File: config.mk
export PLATFORM = sky130hd
export DESIGN_NAME = serial_frame_segmenter_flat
export DESIGN_NICKNAME = d
export VERILOG_FILES = /design/src/design/sfs_pkg.sv /design/src/design/sfs_in_if.sv /design/src/design/sfs_out_if.sv /design/src/design/serial_frame_segmenter.sv /design/src/flat_wrapper.sv
export SDC_FILE = /design/constraint.sdc
export NUM_CORES = 1
export LEC_CHECK = 0
export ABC_AREA = 0
export BUFFER_PORTS_ARGS = -buffer_cell sky130_fd_sc_hd__buf_4
export CELL_PAD_IN_SITES_DETAIL_PLACEMENT = 0
export CELL_PAD_IN_SITES_GLOBAL_PLACEMENT = 1
export CORE_MARGIN = 1
export CORE_UTILIZATION = 41
export CTS_CLUSTER_SIZE = 16
export DETAILED_ROUTE_END_ITERATION = 12
export PLACE_DENSITY_LB_ADDON = 0.1
export SKIP_LAST_GASP = 1
export SLEW_MARGIN = 20
export SYNTH_ARGS = -nofsm -noshare
export SYNTH_HDL_FRONTEND = slang
export SYNTH_SLANG_ARGS = --single-unit
export TNS_END_PERCENT = 20
File: constraint.sdc
create_clock -name i_clk -period 2.7 [get_ports i_clk]
set_input_delay 0.135 -clock i_clk [delete_from_list [all_inputs] [get_ports i_clk]]
set_output_delay 0.135 -clock i_clk [all_outputs]
set_load 0.05 [all_outputs]
File: src/design/sfs_pkg.sv
package sfs_pkg;

    localparam int BYTE_W      = 8;
    localparam int MSG_LEN_W   = 16;
    localparam int MAX_PAYLOAD = 254;
    localparam int LENGTH_BITS = 16;

    localparam int CFG_IDX_W   = 2;

    // Configuration register indexes.
    localparam logic [CFG_IDX_W-1:0] CFG_START = 2'd0;
    localparam logic [CFG_IDX_W-1:0] CFG_DEST  = 2'd1;
    localparam logic [CFG_IDX_W-1:0] CFG_CTRL  = 2'd2;
    localparam logic [CFG_IDX_W-1:0] CFG_TAG   = 2'd3;

    localparam logic [BYTE_W-1:0] START_RST = 8'd22;
    localparam logic [BYTE_W-1:0] DEST_RST  = 8'd84;
    localparam logic [BYTE_W-1:0] CTRL_RST  = 8'd2;
    localparam logic [BYTE_W-1:0] TAG_RST   = 8'd48;

    // Input word kinds.
    localparam logic KIND_START = 1'b0;
    localparam logic KIND_DATA  = 1'b1;

    typedef logic [BYTE_W-1:0]      t_byte;
    typedef logic [LENGTH_BITS-1:0] t_len;

endpackage

File: src/design/sfs_in_if.sv
interface sfs_in_if;
    import sfs_pkg::*;

    logic                 valid;
    logic                 ready;
    logic                 kind;
    logic [MSG_LEN_W-1:0] message_length;
    logic [BYTE_W-1:0]    data_byte;

    modport source (output valid, kind, message_length, data_byte, input ready);
    modport sink   (input valid, kind, message_length, data_byte, output ready);
endinterface

File: src/design/sfs_out_if.sv
interface sfs_out_if;
    import sfs_pkg::*;

    logic              valid;
    logic              ready;
    logic [BYTE_W-1:0] out_byte;
    logic              frame_end;
    logic              message_end;

    modport source (output valid, out_byte, frame_end, message_end, input ready);
    modport sink   (input valid, out_byte, frame_end, message_end, output ready);
endinterface

File: src/design/serial_frame_segmenter.sv
// Channel   Direction  Word contents
// i_in      in         kind, message_length, data_byte
// o_out     out        out_byte, frame_end, message_end
// i_cfg_*   in         write enable, register index, register data
//
// A data word that opens a frame yields six or seven output words (header, length,
// data and maybe check); any other data word yields one or two, a start word or a data word outside a message none.
// A new input word is taken in the cycle the previous output group's last word
// leaves, so plain data words stream at one word per cycle while output is not stalled.
// The output group register is the only limit: it holds one word's results.
// Reset is synchronous and active low; it restores the header registers and
// closes any message. Output stalls hold the group register and input ready.
module serial_frame_segmenter (
    input  logic                      i_clk,
    input  logic                      i_rst_n,
    sfs_in_if.sink                    i_in,
    sfs_out_if.source                 o_out,
    input  logic                      i_cfg_we,
    input  logic [sfs_pkg::CFG_IDX_W-1:0] i_cfg_idx,
    input  logic [sfs_pkg::BYTE_W-1:0]    i_cfg_data
);
    import sfs_pkg::*;

    // Position of the word being shown within the output group.
    localparam logic [2:0] PH_START = 3'd0;
    localparam logic [2:0] PH_DEST  = 3'd1;
    localparam logic [2:0] PH_CTRL  = 3'd2;
    localparam logic [2:0] PH_TAG   = 3'd3;
    localparam logic [2:0] PH_LEN   = 3'd4;
    localparam logic [2:0] PH_DATA  = 3'd5;
    localparam logic [2:0] PH_CHECK = 3'd6;

    // Header bytes written through the configuration port.
    t_byte r_cfg_start, r_cfg_dest, r_cfg_ctrl, r_cfg_tag;

    // Framing state.
    t_len  r_msg_left, n_msg_left;
    t_byte r_frame_left, n_frame_left;
    t_byte r_check, n_check;
    logic  r_frame_open, n_frame_open;

    // Output group: everything one data word produces.
    logic       r_grp_valid;
    logic [2:0] r_phase;
    logic       r_grp_hdr;
    t_byte      r_grp_len;
    t_byte      r_grp_data;
    logic       r_grp_chk_en;
    t_byte      r_grp_chk;
    logic       r_grp_me;

    logic       in_fire, out_fire, grp_last, grp_done;
    logic       n_load;
    t_byte      flen, chk_base, chk_next, chk_out, fl_next;
    t_len       ml_next;
    logic       frame_close;
    t_byte      out_mux;

    assign out_fire = r_grp_valid & o_out.ready;
    assign grp_last = r_grp_chk_en ? (r_phase == PH_CHECK) : (r_phase == PH_DATA);
    assign grp_done = out_fire & grp_last;

    // A new word may enter when no group is pending or the last one is leaving now.
    assign i_in.ready = ~r_grp_valid | grp_done;
    assign in_fire    = i_in.valid & i_in.ready;

    // Per-word framing logic: all results of one data word are formed here.
    always_comb begin
        if (r_frame_open) begin
            flen     = r_frame_left;
            chk_base = r_check;
        end else begin
            flen     = (r_msg_left > LENGTH_BITS'(MAX_PAYLOAD)) ? BYTE_W'(MAX_PAYLOAD)
                                                               : r_msg_left[BYTE_W-1:0];
            chk_base = '0;
        end
        chk_next    = chk_base ^ i_in.data_byte;
        fl_next     = flen - BYTE_W'(1);
        ml_next     = r_msg_left - LENGTH_BITS'(1);
        frame_close = (fl_next == '0);
        // A check value of all zeros or all ones is replaced by one.
        chk_out     = ((chk_next == '0) || (chk_next == '1)) ? BYTE_W'(1) : chk_next;

        n_msg_left   = r_msg_left;
        n_frame_left = r_frame_left;
        n_check      = r_check;
        n_frame_open = r_frame_open;
        n_load       = 1'b0;

        if (i_in.kind == KIND_START) begin
            n_msg_left   = LENGTH_BITS'(i_in.message_length);
            n_frame_left = '0;
            n_check      = '0;
            n_frame_open = 1'b0;
        end else if (r_msg_left != '0) begin
            // Data words outside a message are dropped silently.
            n_load       = 1'b1;
            n_msg_left   = ml_next;
            n_frame_left = fl_next;
            n_check      = frame_close ? '0 : chk_next;
            n_frame_open = ~frame_close;
        end
    end

    always_ff @(posedge i_clk) begin
        if (!i_rst_n) begin
            r_cfg_start <= START_RST;
            r_cfg_dest  <= DEST_RST;
            r_cfg_ctrl  <= CTRL_RST;
            r_cfg_tag   <= TAG_RST;
        end else if (i_cfg_we) begin
            unique case (i_cfg_idx)
                CFG_START: r_cfg_start <= i_cfg_data;
                CFG_DEST:  r_cfg_dest  <= i_cfg_data;
                CFG_CTRL:  r_cfg_ctrl  <= i_cfg_data;
                CFG_TAG:   r_cfg_tag   <= i_cfg_data;
                default: ;
            endcase
        end
    end

    always_ff @(posedge i_clk) begin
        if (!i_rst_n) begin
            r_msg_left   <= '0;
            r_frame_left <= '0;
            r_check      <= '0;
            r_frame_open <= 1'b0;
        end else if (in_fire) begin
            r_msg_left   <= n_msg_left;
            r_frame_left <= n_frame_left;
            r_check      <= n_check;
            r_frame_open <= n_frame_open;
        end
    end

    always_ff @(posedge i_clk) begin
        if (!i_rst_n) begin
            r_grp_valid <= 1'b0;
            r_phase     <= PH_START;
        end else if (in_fire) begin
            r_grp_valid <= n_load;
            r_phase     <= r_frame_open ? PH_DATA : PH_START;
        end else if (out_fire) begin
            if (grp_last) begin
                r_grp_valid <= 1'b0;
            end else begin
                r_phase <= r_phase + 3'd1;
            end
        end
    end

    always_ff @(posedge i_clk) begin
        if (in_fire) begin
            r_grp_hdr    <= ~r_frame_open;
            r_grp_len    <= flen;
            r_grp_data   <= i_in.data_byte;
            r_grp_chk_en <= frame_close;
            r_grp_chk    <= chk_out;
            r_grp_me     <= (ml_next == '0);
        end
    end

    always_comb begin
        unique case (r_phase)
            PH_START: out_mux = r_cfg_start;
            PH_DEST:  out_mux = r_cfg_dest;
            PH_CTRL:  out_mux = r_cfg_ctrl;
            PH_TAG:   out_mux = r_cfg_tag;
            PH_LEN:   out_mux = r_grp_len;
            PH_DATA:  out_mux = r_grp_data;
            PH_CHECK: out_mux = r_grp_chk;
            default:  out_mux = '0;
        endcase
    end

    // The header flag and the phase together gate valid; a group without a header starts at the data phase.
    assign o_out.valid       = r_grp_valid & (r_grp_hdr | (r_phase >= PH_DATA));
    assign o_out.out_byte    = out_mux;
    assign o_out.frame_end   = (r_phase == PH_CHECK);
    assign o_out.message_end = (r_phase == PH_CHECK) & r_grp_me;

endmodule

File: src/flat_wrapper.sv
// flat-port wrapper written by rule: the top's interface ports become plain ports
module serial_frame_segmenter_flat import sfs_pkg::*;
  (i_clk, i_rst_n, i_cfg_we, i_cfg_idx, i_cfg_data, i_in_valid, i_in_kind, i_in_message_length, i_in_data_byte, i_in_ready, o_out_valid, o_out_out_byte, o_out_frame_end, o_out_message_end, o_out_ready);
  sfs_in_if i_in_i ();
  sfs_out_if o_out_i ();
  input  logic i_clk;
  input  logic i_rst_n;
  input  logic i_cfg_we;
  input  logic [sfs_pkg::CFG_IDX_W-1:0] i_cfg_idx;
  input  logic [sfs_pkg::BYTE_W-1:0] i_cfg_data;
  input wire logic [$bits(i_in_i.valid)-1:0] i_in_valid;
  input wire logic [$bits(i_in_i.kind)-1:0] i_in_kind;
  input wire logic [$bits(i_in_i.message_length)-1:0] i_in_message_length;
  input wire logic [$bits(i_in_i.data_byte)-1:0] i_in_data_byte;
  output wire logic [$bits(i_in_i.ready)-1:0] i_in_ready;
  output wire logic [$bits(o_out_i.valid)-1:0] o_out_valid;
  output wire logic [$bits(o_out_i.out_byte)-1:0] o_out_out_byte;
  output wire logic [$bits(o_out_i.frame_end)-1:0] o_out_frame_end;
  output wire logic [$bits(o_out_i.message_end)-1:0] o_out_message_end;
  input wire logic [$bits(o_out_i.ready)-1:0] o_out_ready;
  assign i_in_i.valid = i_in_valid;
  assign i_in_i.kind = i_in_kind;
  assign i_in_i.message_length = i_in_message_length;
  assign i_in_i.data_byte = i_in_data_byte;
  assign i_in_ready = i_in_i.ready;
  assign o_out_valid = o_out_i.valid;
  assign o_out_out_byte = o_out_i.out_byte;
  assign o_out_frame_end = o_out_i.frame_end;
  assign o_out_message_end = o_out_i.message_end;
  assign o_out_i.ready = o_out_ready;
  serial_frame_segmenter u_core (.i_clk(i_clk), .i_rst_n(i_rst_n), .i_in(i_in_i), .o_out(o_out_i), .i_cfg_we(i_cfg_we), .i_cfg_idx(i_cfg_idx), .i_cfg_data(i_cfg_data));
endmodule
## Yosys cells after proc, flatten, opt, wreduce, memory -nomap -nowiden

Cells that the tools add are included.

- Order comparisons: 2
- Multiplexer cells: 23
- Equality and inequality tests: 12
- Shift operators: 0
- Reduce and logical (&&, ||, !) cells: 16
- Bitwise operators: 11
- Multipliers: 0
- Add/sub/neg operators: 3
- Div/mod/pow operators: 0

Operator list:

| kind | number |
|---|---|
| $mux W8 | 8 |
| $pmux W8 S7 | 1 |
| $mux W16 | 2 |
| $gt A16 B8 Y1 const B | 1 |
| $logic_not A16 Y1 | 1 |
| $logic_not A8 Y1 | 2 |
| $reduce_bool A16 Y1 | 1 |
| $sub A16 B1 Y16 const B | 1 |
| $reduce_and A2 Y1 | 7 |
| $mux W3 | 4 |
| $eq A3 B3 Y1 const B | 3 |
| $eq A8 B8 Y1 const B | 1 |
| $mux W1 | 8 |
| $sub A8 B1 Y8 const B | 1 |
| $xor A8 B8 Y8 | 1 |
| $eq A3 B2 Y1 const B | 2 |
| $and A1 B1 Y1 | 5 |
| $eq A2 B2 Y1 const B | 2 |
| $ne A2 B1 Y1 const B | 2 |
| $reduce_bool A2 Y1 | 2 |
| $add A3 B1 Y3 const B | 1 |
| $eq A3 B1 Y1 const B | 1 |
| $ge A3 B3 Y1 const B | 1 |
| $logic_not A3 Y1 | 1 |
| other kinds (5) | 8 |

- Word-level logic and storage cells: 83
- Output and inout bits: 12
- Bits in writable memories: 0
- Bits in latches: 0
- Register bits: 96
- Input bits: 40
- Bits in read-only memories: 0
- Memories: 0

## Logic depth before layout (Yosys ltp)

Gate-level depths: netlist of the first run.

- Word-level depth: 8
- Mapped depth: 11
- Depth with buffers taken out: 9

## Worst setup path before layout of the first run

No wires, ideal clock.

- Path type: register to register
- Start point: register u_core.r_phase[0]
- End point: register u_core.r_check[1]
- Arrival time: 3013 ps
- Data required time: 2613 ps
- Library setup time: 87 ps
- Period minus slack after synthesis: 3100 ps
- Buffers on the path: 2
- Stages on the path, launching flop included: 11
- Path slack: -400 ps
- Cells stage by stage: dfxtp_1 > inv_1 > ha_1 > clkbuf_1 > mux2_2 > a31o_2 > and2_1 > and3_1 > nand2_1 > clkbuf_1 > o31ai_1

- Longest elaborated chain between the ends: 6
- Elaborated cells on any way between the ends: 7
- Those cells by class: eq/ne: 2; mux: 1; bitwise: 3; reduce/logical: 1

Ends and longest elaborated chain:

| element | line | text |
|---|---|---|
| from (decl) | serial_frame_segmenter.sv:44 | `logic [2:0] r_phase;` |
| from (signal assigned) | serial_frame_segmenter.sv:142 | `r_phase <= r_frame_open ? PH_DATA : PH_START;` |
| from (signal assigned) | serial_frame_segmenter.sv:147 | `r_phase <= r_phase + 3'd1;` |
| $eq A3 B3 Y1 | serial_frame_segmenter.sv:60 | `assign grp_last = r_grp_chk_en ? (r_phase == PH_CHECK) : (r_phase == PH_DATA);` |
| $mux W1 (*) | serial_frame_segmenter.sv:60 |  |
| $and A1 B1 Y1 (*) | serial_frame_segmenter.sv:61 | `assign grp_done = out_fire & grp_last;` |
| $or A1 B1 Y1 (*) | serial_frame_segmenter.sv:64 | `assign i_in.ready = ~r_grp_valid \| grp_done;` |
| named net i_in_ready | flat_wrapper.sv:15 | `output wire logic [$bits(i_in_i.ready)-1:0] i_in_ready;` |
| $and A1 B1 Y1 (*) | serial_frame_segmenter.sv:65 | `assign in_fire = i_in.valid & i_in.ready;` |
| named net u_core.in_fire | serial_frame_segmenter.sv:52 | `logic in_fire, out_fire, grp_last, grp_done;` |
| $reduce_and A2 Y1 (no source line) (*) | -- |  |
| to (signal assigned) | serial_frame_segmenter.sv:131 | `r_check <= n_check;` |
| to (decl) | serial_frame_segmenter.sv:39 | `t_byte r_check, n_check;` |

The timed path passes the listed nets; every way through them passes the cells marked *.
A chain may end at the register's enable or synchronous reset.

## Worst setup path in the final report of the first run

- Start point: register u_core.r_msg_left[13]
- End point: register u_core.r_frame_open

- Longest elaborated chain between the ends: 8
- Elaborated cells on any way between the ends: 11
- Those cells by class: add/sub: 1; order compare: 1; eq/ne: 1; mux: 4; bitwise: 1; reduce/logical: 3

Ends and longest elaborated chain:

| element | line | text |
|---|---|---|
| from (decl) | serial_frame_segmenter.sv:37 | `t_len r_msg_left, n_msg_left;` |
| from (signal assigned) | serial_frame_segmenter.sv:129 | `r_msg_left <= n_msg_left;` |
| $gt A16 B8 Y1 | serial_frame_segmenter.sv:73 | `flen = (r_msg_left > LENGTH_BITS'(MAX_PAYLOAD)) ? BYTE_W'(MAX_PAYLOAD)` |
| $mux W8 | serial_frame_segmenter.sv:73 |  |
| $mux W8 | serial_frame_segmenter.sv:69 | `if (r_frame_open) begin` |
| $sub A8 B1 Y8 | serial_frame_segmenter.sv:78 | `fl_next = flen - BYTE_W'(1);` |
| $logic_not A8 Y1 | serial_frame_segmenter.sv:80 | `frame_close = (fl_next == '0);` |
| named net u_core.frame_close | serial_frame_segmenter.sv:56 | `logic frame_close;` |
| $not A1 Y1 | serial_frame_segmenter.sv:101 | `n_frame_open = ~frame_close;` |
| $mux W1 | serial_frame_segmenter.sv:95 | `end else if (r_msg_left != '0) begin` |
| $mux W1 | serial_frame_segmenter.sv:90 | `if (i_in.kind == KIND_START) begin` |
| to (signal assigned) | serial_frame_segmenter.sv:132 | `r_frame_open <= n_frame_open;` |
| to (decl) | serial_frame_segmenter.sv:40 | `logic r_frame_open, n_frame_open;` |

The timed path passes the listed nets, and every way through them passes these cells. The select of a mux whose other input is x is not followed.

==> results.toml, run 1 <==
[clock_network]
clock_tree_from_tritoncts = "done"
ctsLongestPathBuffers = 2
clk_pin_slew_worst_paths_ns = 0.06
cts.sink_count = 96
worst_skew_pair.late_latency_ns = 0.35
root_buffer = "sky130_fd_sc_hd__clkbuf_16"
numCtsBuffers = 9
ctsHtreeMaxLevel = 3

[place]
dp_cells = 811
port-buffer-count = 51
gp_congestion = 0.827
postPlaceCellArea_um2 = 5900
dp_hpwl_um = 10100

[detailed_routing]
detail_route.wl_per_cell_um = 17.6
totalWireLength_um = 14600
drt.antenna.violating_nets = 0
drt_first_iter_violations = 339
drc = 0
route.vias.total = 4679
drt-vias-per-instance = 5.64
dr.pass1.iters = 5

[yosys]
seq_area_frac_synth_pct = 42.5
syn-instance-count = 597
netlist-cell-type-count = 59
yosysWarnings = 0
cell_area_after_synthesis_um2 = 5160
synth-async-reset-ratio_pct = 0
synth-seq-cells = 96
mappedNetlistNets = 647
avgSynthCellArea_um2 = 8.64
synth_edf_count = 27
primary_ff_master_synth = "sky130_fd_sc_hd__dfxtp_1"

[pwr]
pwr-share-clk_pct = 29.3
power_density_nw_per_um2 = 682
pwr-share-comb_pct = 30.5
pwr-share-seq_pct = 40.3
sw_pwr_mw = 1.35
worst_ir_drop_vdd_v = 0.000342
power.switching_fraction_pct = 31.8
power.leakage_nw = 2.41
intPower_mw = 2.90

[setup_path]
worst_ep_required_time_ns = 2.94
cp-start-kind = "flop"
worst_path_max_delay_cell = "sky130_fd_sc_hd__or4_4"
worst-path-max-fanout = 5
timing.critical_path.buf_inv = 1
critical_path_cell_sequence = "or4_4 -> or3_4 -> o21a_1 -> ha_2 -> xnor2_2 -> o2111ai_2 -> nor4_4 -> buf_4 -> o21ai_1"
worst_setup_path_end_kind = "flop"
path_delay_family = "simple AND/OR/NAND/NOR gates"
worst-setup-path-type = "reg -> reg"
critical_path.max_stage_delay_ns = 0.55
critPathArrivalTime_ns = 2.92

[die]
placement_rows = 40
core_region_area_um2 = 12200
fp.dieH_um = 114
pin_count = 52
initial_utilization_pct = 42.4
die_width_um = 114
dieArea_um2 = 13000

[layout]
final_layout_size_suffix_gt1_share_pct = 19.1
finish.cell_count_without_fillers = 829
n_fill_cell = 1176
multi_input_area_um2 = 2790
area_occupied_by_registers_um2 = 2200
n_antenna_cell = 0
postLayoutCoreUtil_pct = 51.2
final_area_um2 = 6230
area_growth_syn_to_layout_pct = 20.8
layout.nets = 706

[grt]
grt_pass1_vias = 4514
largest_net_degree_at_the_start_of_global_routing = 39
grt_overflow = 0
grt_antenna_before_repair = 0
groute.usage.overall_pct = 23.1
first_pass_grt_wire_length_um = 23100

[sta]
slew_violations = 0
layout_min_cycle_time_ns = 2.68
clock_skew_ns = 0.00564
fmaxAchievable_mhz = 373
setup_viol = 0
hold_ws_ns = 0.0239
post-route-period-util_pct = 99.3
slew-limit-headroom_pct = 48.1
finalHoldViolations = 0
grt_setup_unrepaired = "yes"
worst_pin_slew_ns = 0.779

[outcome]
outcome = "finished, final reports clean"

[min_path]
timing.hold.worst.class = "in -> reg"

[run]
maxcap_viol_count = 0
## cells in the mapped netlist (12+ instances only)
cell type,count,share of area (%)
sky130_fd_sc_hd__nor2_1,63,4.6
sky130_fd_sc_hd__a21oi_1,39,3.8
sky130_fd_sc_hd__nand2_1,75,5.5
sky130_fd_sc_hd__nand2b_1,13,1.6
sky130_fd_sc_hd__clkbuf_1,34,2.5
sky130_fd_sc_hd__nand3_1,13,1.3
sky130_fd_sc_hd__o21ai_0,26,2.5
sky130_fd_sc_hd__inv_1,12,0.87
sky130_fd_sc_hd__nor3_1,12,1.2
sky130_fd_sc_hd__dfxtp_1,69,27
sky130_fd_sc_hd__edfxtp_1,27,16
sky130_fd_sc_hd__mux2i_1,19,3.7
sky130_fd_sc_hd__a222oi_1,14,2.7
## worst register-to-register path: cells and delay by family, from the launching register on
| family | cells | cell delay, ns |
|---|---|---|
| DFF | 1 | 0.32 |
| buffers and inverters | 1 | 0.21 |
| AOI/OAI and AO/OA | 3 | 0.45 |
| and+or+nand+nor | 3 | 1.19 |
| xor gates and xnor gates | 1 | 0.20 |
| adders and majority gates | 1 | 0.21 |
## power groups by stage
| stage | Combinational [mW] | Sequential (mW) | Clock (mW) |
|---|---|---|---|
| after floorplan | 0.837 | 1.71 | 0 |
| after global placement | 1.25 | 1.74 | 0 |
| after detailed placement | 1.25 | 1.74 | 0 |
| after CTS | 1.27 | 1.71 | 1.25 |
| after global routing | 1.41 | 1.73 | 1.32 |
| final | 1.30 | 1.71 | 1.24 |
## per-stage QoR
step | setup WS (ns) | power [mW] | TNS (ns)
floorplan | -0.128 | 2.55 | -1.17
global placement | 0.0264 | 2.98 | 0
detailed placement | -0.0360 | 2.99 | -0.226
CTS | 0.00282 | 4.22 | 0
global route | -0.0430 | 4.45 | -0.249
finish | 0.0180 | 4.25 | 0
## placed cells by master, fill, tap and decap left out, drive strengths merged, types with 3 or more instances in the layout
cell | netlist | routed
a211o | 7 | 7
a211oi | 4 | 4
a21o | 5 | 5
a21oi | 39 | 39
a222oi | 14 | 14
a22oi | 10 | 10
a31oi | 5 | 5
a32oi | 4 | 4
and2 | 10 | 10
and3 | 7 | 7
buf | 8 | 90
clkbuf | 34 | 16
dfxtp | 69 | 69
edfxtp | 27 | 27
ha | 10 | 10
inv | 16 | 16
mux2i | 19 | 19
nand2 | 75 | 75
nand2b | 13 | 13
nand3 | 13 | 13
nand3b | 6 | 6
nand4 | 7 | 7
nand4bb | 4 | 4
nor2 | 63 | 63
nor3 | 13 | 13
nor4 | 5 | 5
nor4bb | 3 | 3
o21a | 6 | 6
o21ai | 32 | 32
o22ai | 5 | 5
o31ai | 9 | 9
o41ai | 3 | 3
or3 | 3 | 3
or4 | 3 | 3
xnor2 | 10 | 10
xor2 | 10 | 10
## flip-flops by register name, indices dropped and copies added (netlist names), 3 cells and up
signal and flops:
u_core.r_msg_left 16, u_core.r_cfg_ctrl 8, u_core.r_cfg_dest 8, u_core.r_cfg_start 8, u_core.r_cfg_tag 8, u_core.r_check 8
u_core.r_frame_left 8, u_core.r_grp_chk 8, u_core.r_grp_data 8, u_core.r_grp_len 8, u_core.r_phase 3
## cells by family after synthesis
family | Yosys count | share of synthesized area, %
flip-flops | 96 | 42.5
adder cells (fa/ha/maj) | 10 | 2.43
AO/OA/AOI/OAI | 158 | 20.9
XOR/XNOR | 20 | 3.40
buffers and inverters | 59 | 4.37
AND/OR/NAND/NOR | 233 | 22.3
multiplexers | 21 | 4.12
## timing repair
item	in CTS	in global routing
pin swaps	0	6
hold buffers	0	0
setup buffers	0	1
cloned	0	1
endpoints found under the setup margin	10	11
resized for setup	2	6
## final timing paths
path                                       start  cells after the start  slack, ns                                  end
min                                i_cfg_data[6]                      3       0.02    u_core.r_cfg_dest[6]$_SDFFE_PN1P_
max           u_core.r_msg_left[13]$_SDFFE_PN0P_                      9       0.02     u_core.r_frame_open$_SDFFE_PN0P_
max reg2reg   u_core.r_msg_left[13]$_SDFFE_PN0P_                      9       0.02     u_core.r_frame_open$_SDFFE_PN0P_
min reg2reg  u_core.r_frame_left[6]$_SDFFE_PN0P_                      2       0.45  u_core.r_frame_left[6]$_SDFFE_PN0P_
## per-layer routing
layer	up-vias	wire (um)	global-route usage [%]
met4	0	243	8.31
met2	96	7150	39.4
met1	2265	6690	29.6
met5	-	0	0
li1	2298	-	-
met3	20	516	3.34
## cell type report
| type | count | area share [%] |
|---|---|---|
| clock buffers | 16 | 4.52 |
| multi-input cells | 442 | 44.7 |
| flip-flops and latches | 96 | 35.2 |
| repair buffers | 90 | 11.1 |
| inverters | 17 | 1.02 |
| well taps | 168 | 3.37 |
No activity file was read; power rests on OpenSTA's default activity.
==> run 2: changes to the inputs <==
--- a/config.mk
+++ b/config.mk
@@ -9,11 +9,12 @@
 export BUFFER_PORTS_ARGS = -buffer_cell sky130_fd_sc_hd__buf_4
 export CELL_PAD_IN_SITES_DETAIL_PLACEMENT = 0
 export CELL_PAD_IN_SITES_GLOBAL_PLACEMENT = 1
-export CORE_MARGIN = 1
+export CORE_MARGIN = 3
 export CORE_UTILIZATION = 41
 export CTS_CLUSTER_SIZE = 16
 export DETAILED_ROUTE_END_ITERATION = 12
 export PLACE_DENSITY_LB_ADDON = 0.1
+export SETUP_SLACK_MARGIN = 0.2
 export SKIP_LAST_GASP = 1
 export SLEW_MARGIN = 20
 export SYNTH_ARGS = -nofsm -noshare
==> results.toml, run 2 (synthesis gave the netlist of run 1 again) <==
[outcome]
outcome = "finished, final reports clean"

[setup_path]
crit_path_start = "u_core.r_msg_left[9]$_SDFFE_PN0P_"
cp-start-kind = "flop"
worst-path-max-fanout = 5
r2r.worst_path.cells = 9
worst_ep_required_time_ns = 2.93
regToRegEndpoint = "u_core.r_check[6]$_SDFFE_PN0P_"
critPathArrivalTime_ns = 2.86
worst-setup-path-type = "reg -> reg"
regToRegSetupSlack_ns = 0.06
worst_setup_path_end_kind = "flop"
worstReg2RegStart = "u_core.r_msg_left[9]$_SDFFE_PN0P_"
crit_end = "u_core.r_check[6]$_SDFFE_PN0P_"

[grt]
grt_pass1_vias = 4501
groute.usage.overall_pct = 21.0
met2_use_gr_pct = 35.4
grt_overflow = 0
first_pass_grt_wire_length_um = 23600
globalRouteMet3Util_pct = 5.36
grt_antenna_before_repair = 0
largest_net_degree_at_the_start_of_global_routing = 31
grt-busiest-layer = "met2"
grtUsageMet1_pct = 26.7

[clock_network]
clk_pin_slew_worst_paths_ns = 0.06
ctsLongestPathBuffers = 2
root_buffer = "sky130_fd_sc_hd__clkbuf_16"
numCtsBuffers = 9
worst_skew_pair.late_latency_ns = 0.35
clock_tree_from_tritoncts = "done"
ctsHtreeMaxLevel = 3
cts.sink_count = 96

[layout]
registers.top_by_ff_count = "u_core.r_msg_left"
final_layout_size_suffix_gt1_share_pct = 20.9
postLayoutCoreUtil_pct = 51.7
area_occupied_by_registers_um2 = 2200
finish.cell_count_without_fillers = 832
layout.nets = 709
number_of_flip_flops_under_the_largest_register_name = 16
multi_input_area_um2 = 2810
area_growth_syn_to_layout_pct = 21.8
layout_commonest_cell = "sky130_fd_sc_hd__buf_4"
n_fill_cell = 1192
final_area_um2 = 6280
mostFrequentLayoutCells = "sky130_fd_sc_hd__buf_4 (90), sky130_fd_sc_hd__nand2_1 (75), sky130_fd_sc_hd__nor2_1 (63), sky130_fd_sc_hd__dfxtp_1 (63), sky130_fd_sc_hd__a21oi_1 (39)"
n_antenna_cell = 0

[die]
pin_count = 52
die_width_um = 118
dieArea_um2 = 14000
placement_rows = 40
initial_utilization_pct = 42.4
core_region_area_um2 = 12200
fp.dieH_um = 118

[detailed_routing]
totalWireLength_um = 14700
route.vias.total = 4765
detail_route.wl_per_cell_um = 17.7
drc = 0
drt.antenna.violating_nets = 0
drt_first_iter_violations = 385
dr.pass1.iters = 5
drt-vias-per-instance = 5.73

[sta]
worst_pin_slew_ns = 0.881
slew_violations = 0
hold_ws_ns = 0.0296
fmaxAchievable_mhz = 380
clock_skew_ns = 0.00719
slew-limit-headroom_pct = 41.2
finalHoldViolations = 0
setup_viol = 0
post-route-period-util_pct = 97.6
layout_min_cycle_time_ns = 2.64
fin_setup_tns_ns = 0
setup_ws_ns = 0.0650
grt_setup_unrepaired = "yes"

[min_path]
hold_start = "i_in_data_byte[6]"
timing.hold.worst.class = "in -> reg"

[place]
gp_congestion = 0.929
detailedPlace.worstSlack_ns = -0.0622
dp_hpwl_um = 10400
dp_cells = 814
port-buffer-count = 51
postPlaceCellArea_um2 = 5930

[pwr]
worst_ir_drop_vdd_v = 0.000437
power.leakage_nw = 2.44
power_density_nw_per_um2 = 678
design_power_total_mw = 4.26

[run]
maxcap_viol_count = 0
==> run 2: where the power goes <==
part	switching, mW	internal (mW)	leakage, nW
combinational	0.741	0.586	1.47
clock	0.558	0.657	0.141
sequential	0.0854	1.63	0.825
total	1.39	2.87	2.44
==> run 2: layout make-up <==
type	instances	share of cell area, %
multi-input cells	442	44.6
flip-flops and latches	96	35.0
repair buffers	93	11.5
clock buffers	11	3.86
well taps	168	3.35
inverters	17	1.02
clock inverters	5	0.597
==> run 2: worst min path at each step <==
stage	slack, ns	end	cells after the start
floorplan	0.23	u_core.r_grp_data[0]$_DFFE_PP_	0
global placement	0.38	u_core.r_grp_data[3]$_DFFE_PP_	1
detailed placement	0.38	u_core.r_grp_data[6]$_DFFE_PP_	1
finish	0.03	u_core.r_grp_data[6]$_DFFE_PP_	1
CTS	0.01	u_core.r_grp_data[6]$_DFFE_PP_	1
global route	0.02	u_core.r_grp_data[6]$_DFFE_PP_	1
==> run 2: what timing repair did <==
item                                    4_1_cts  5_1_grt
pin swaps                                     2        4
endpoints found under the setup margin       15       32
resized for setup                            10        8
hold buffers                                  0        0
cloned                                        1        0
setup buffers                                 1        0
==> run 2: metal layers <==
layer	share of wire, %	routed length [um]	up-vias
li1	-	-	2311
met1	44	6480	2295
met2	49	7280	144
met3	5.1	752	15
met4	1.5	217	0
met5	0	0	-
==> run 2: worst max-delay path, cell delays in order (launching register included) <==
cell and delay (ns):
sky130_fd_sc_hd__dfxtp_2 0.32, sky130_fd_sc_hd__or4_4 0.53, sky130_fd_sc_hd__or3_4 0.41, sky130_fd_sc_hd__o21a_1 0.22, sky130_fd_sc_hd__ha_2 0.21, sky130_fd_sc_hd__xnor2_2 0.16, sky130_fd_sc_hd__o2111ai_2 0.16, sky130_fd_sc_hd__nor4_4 0.23
sky130_fd_sc_hd__buf_4 0.21, sky130_fd_sc_hd__o31ai_1 0.07
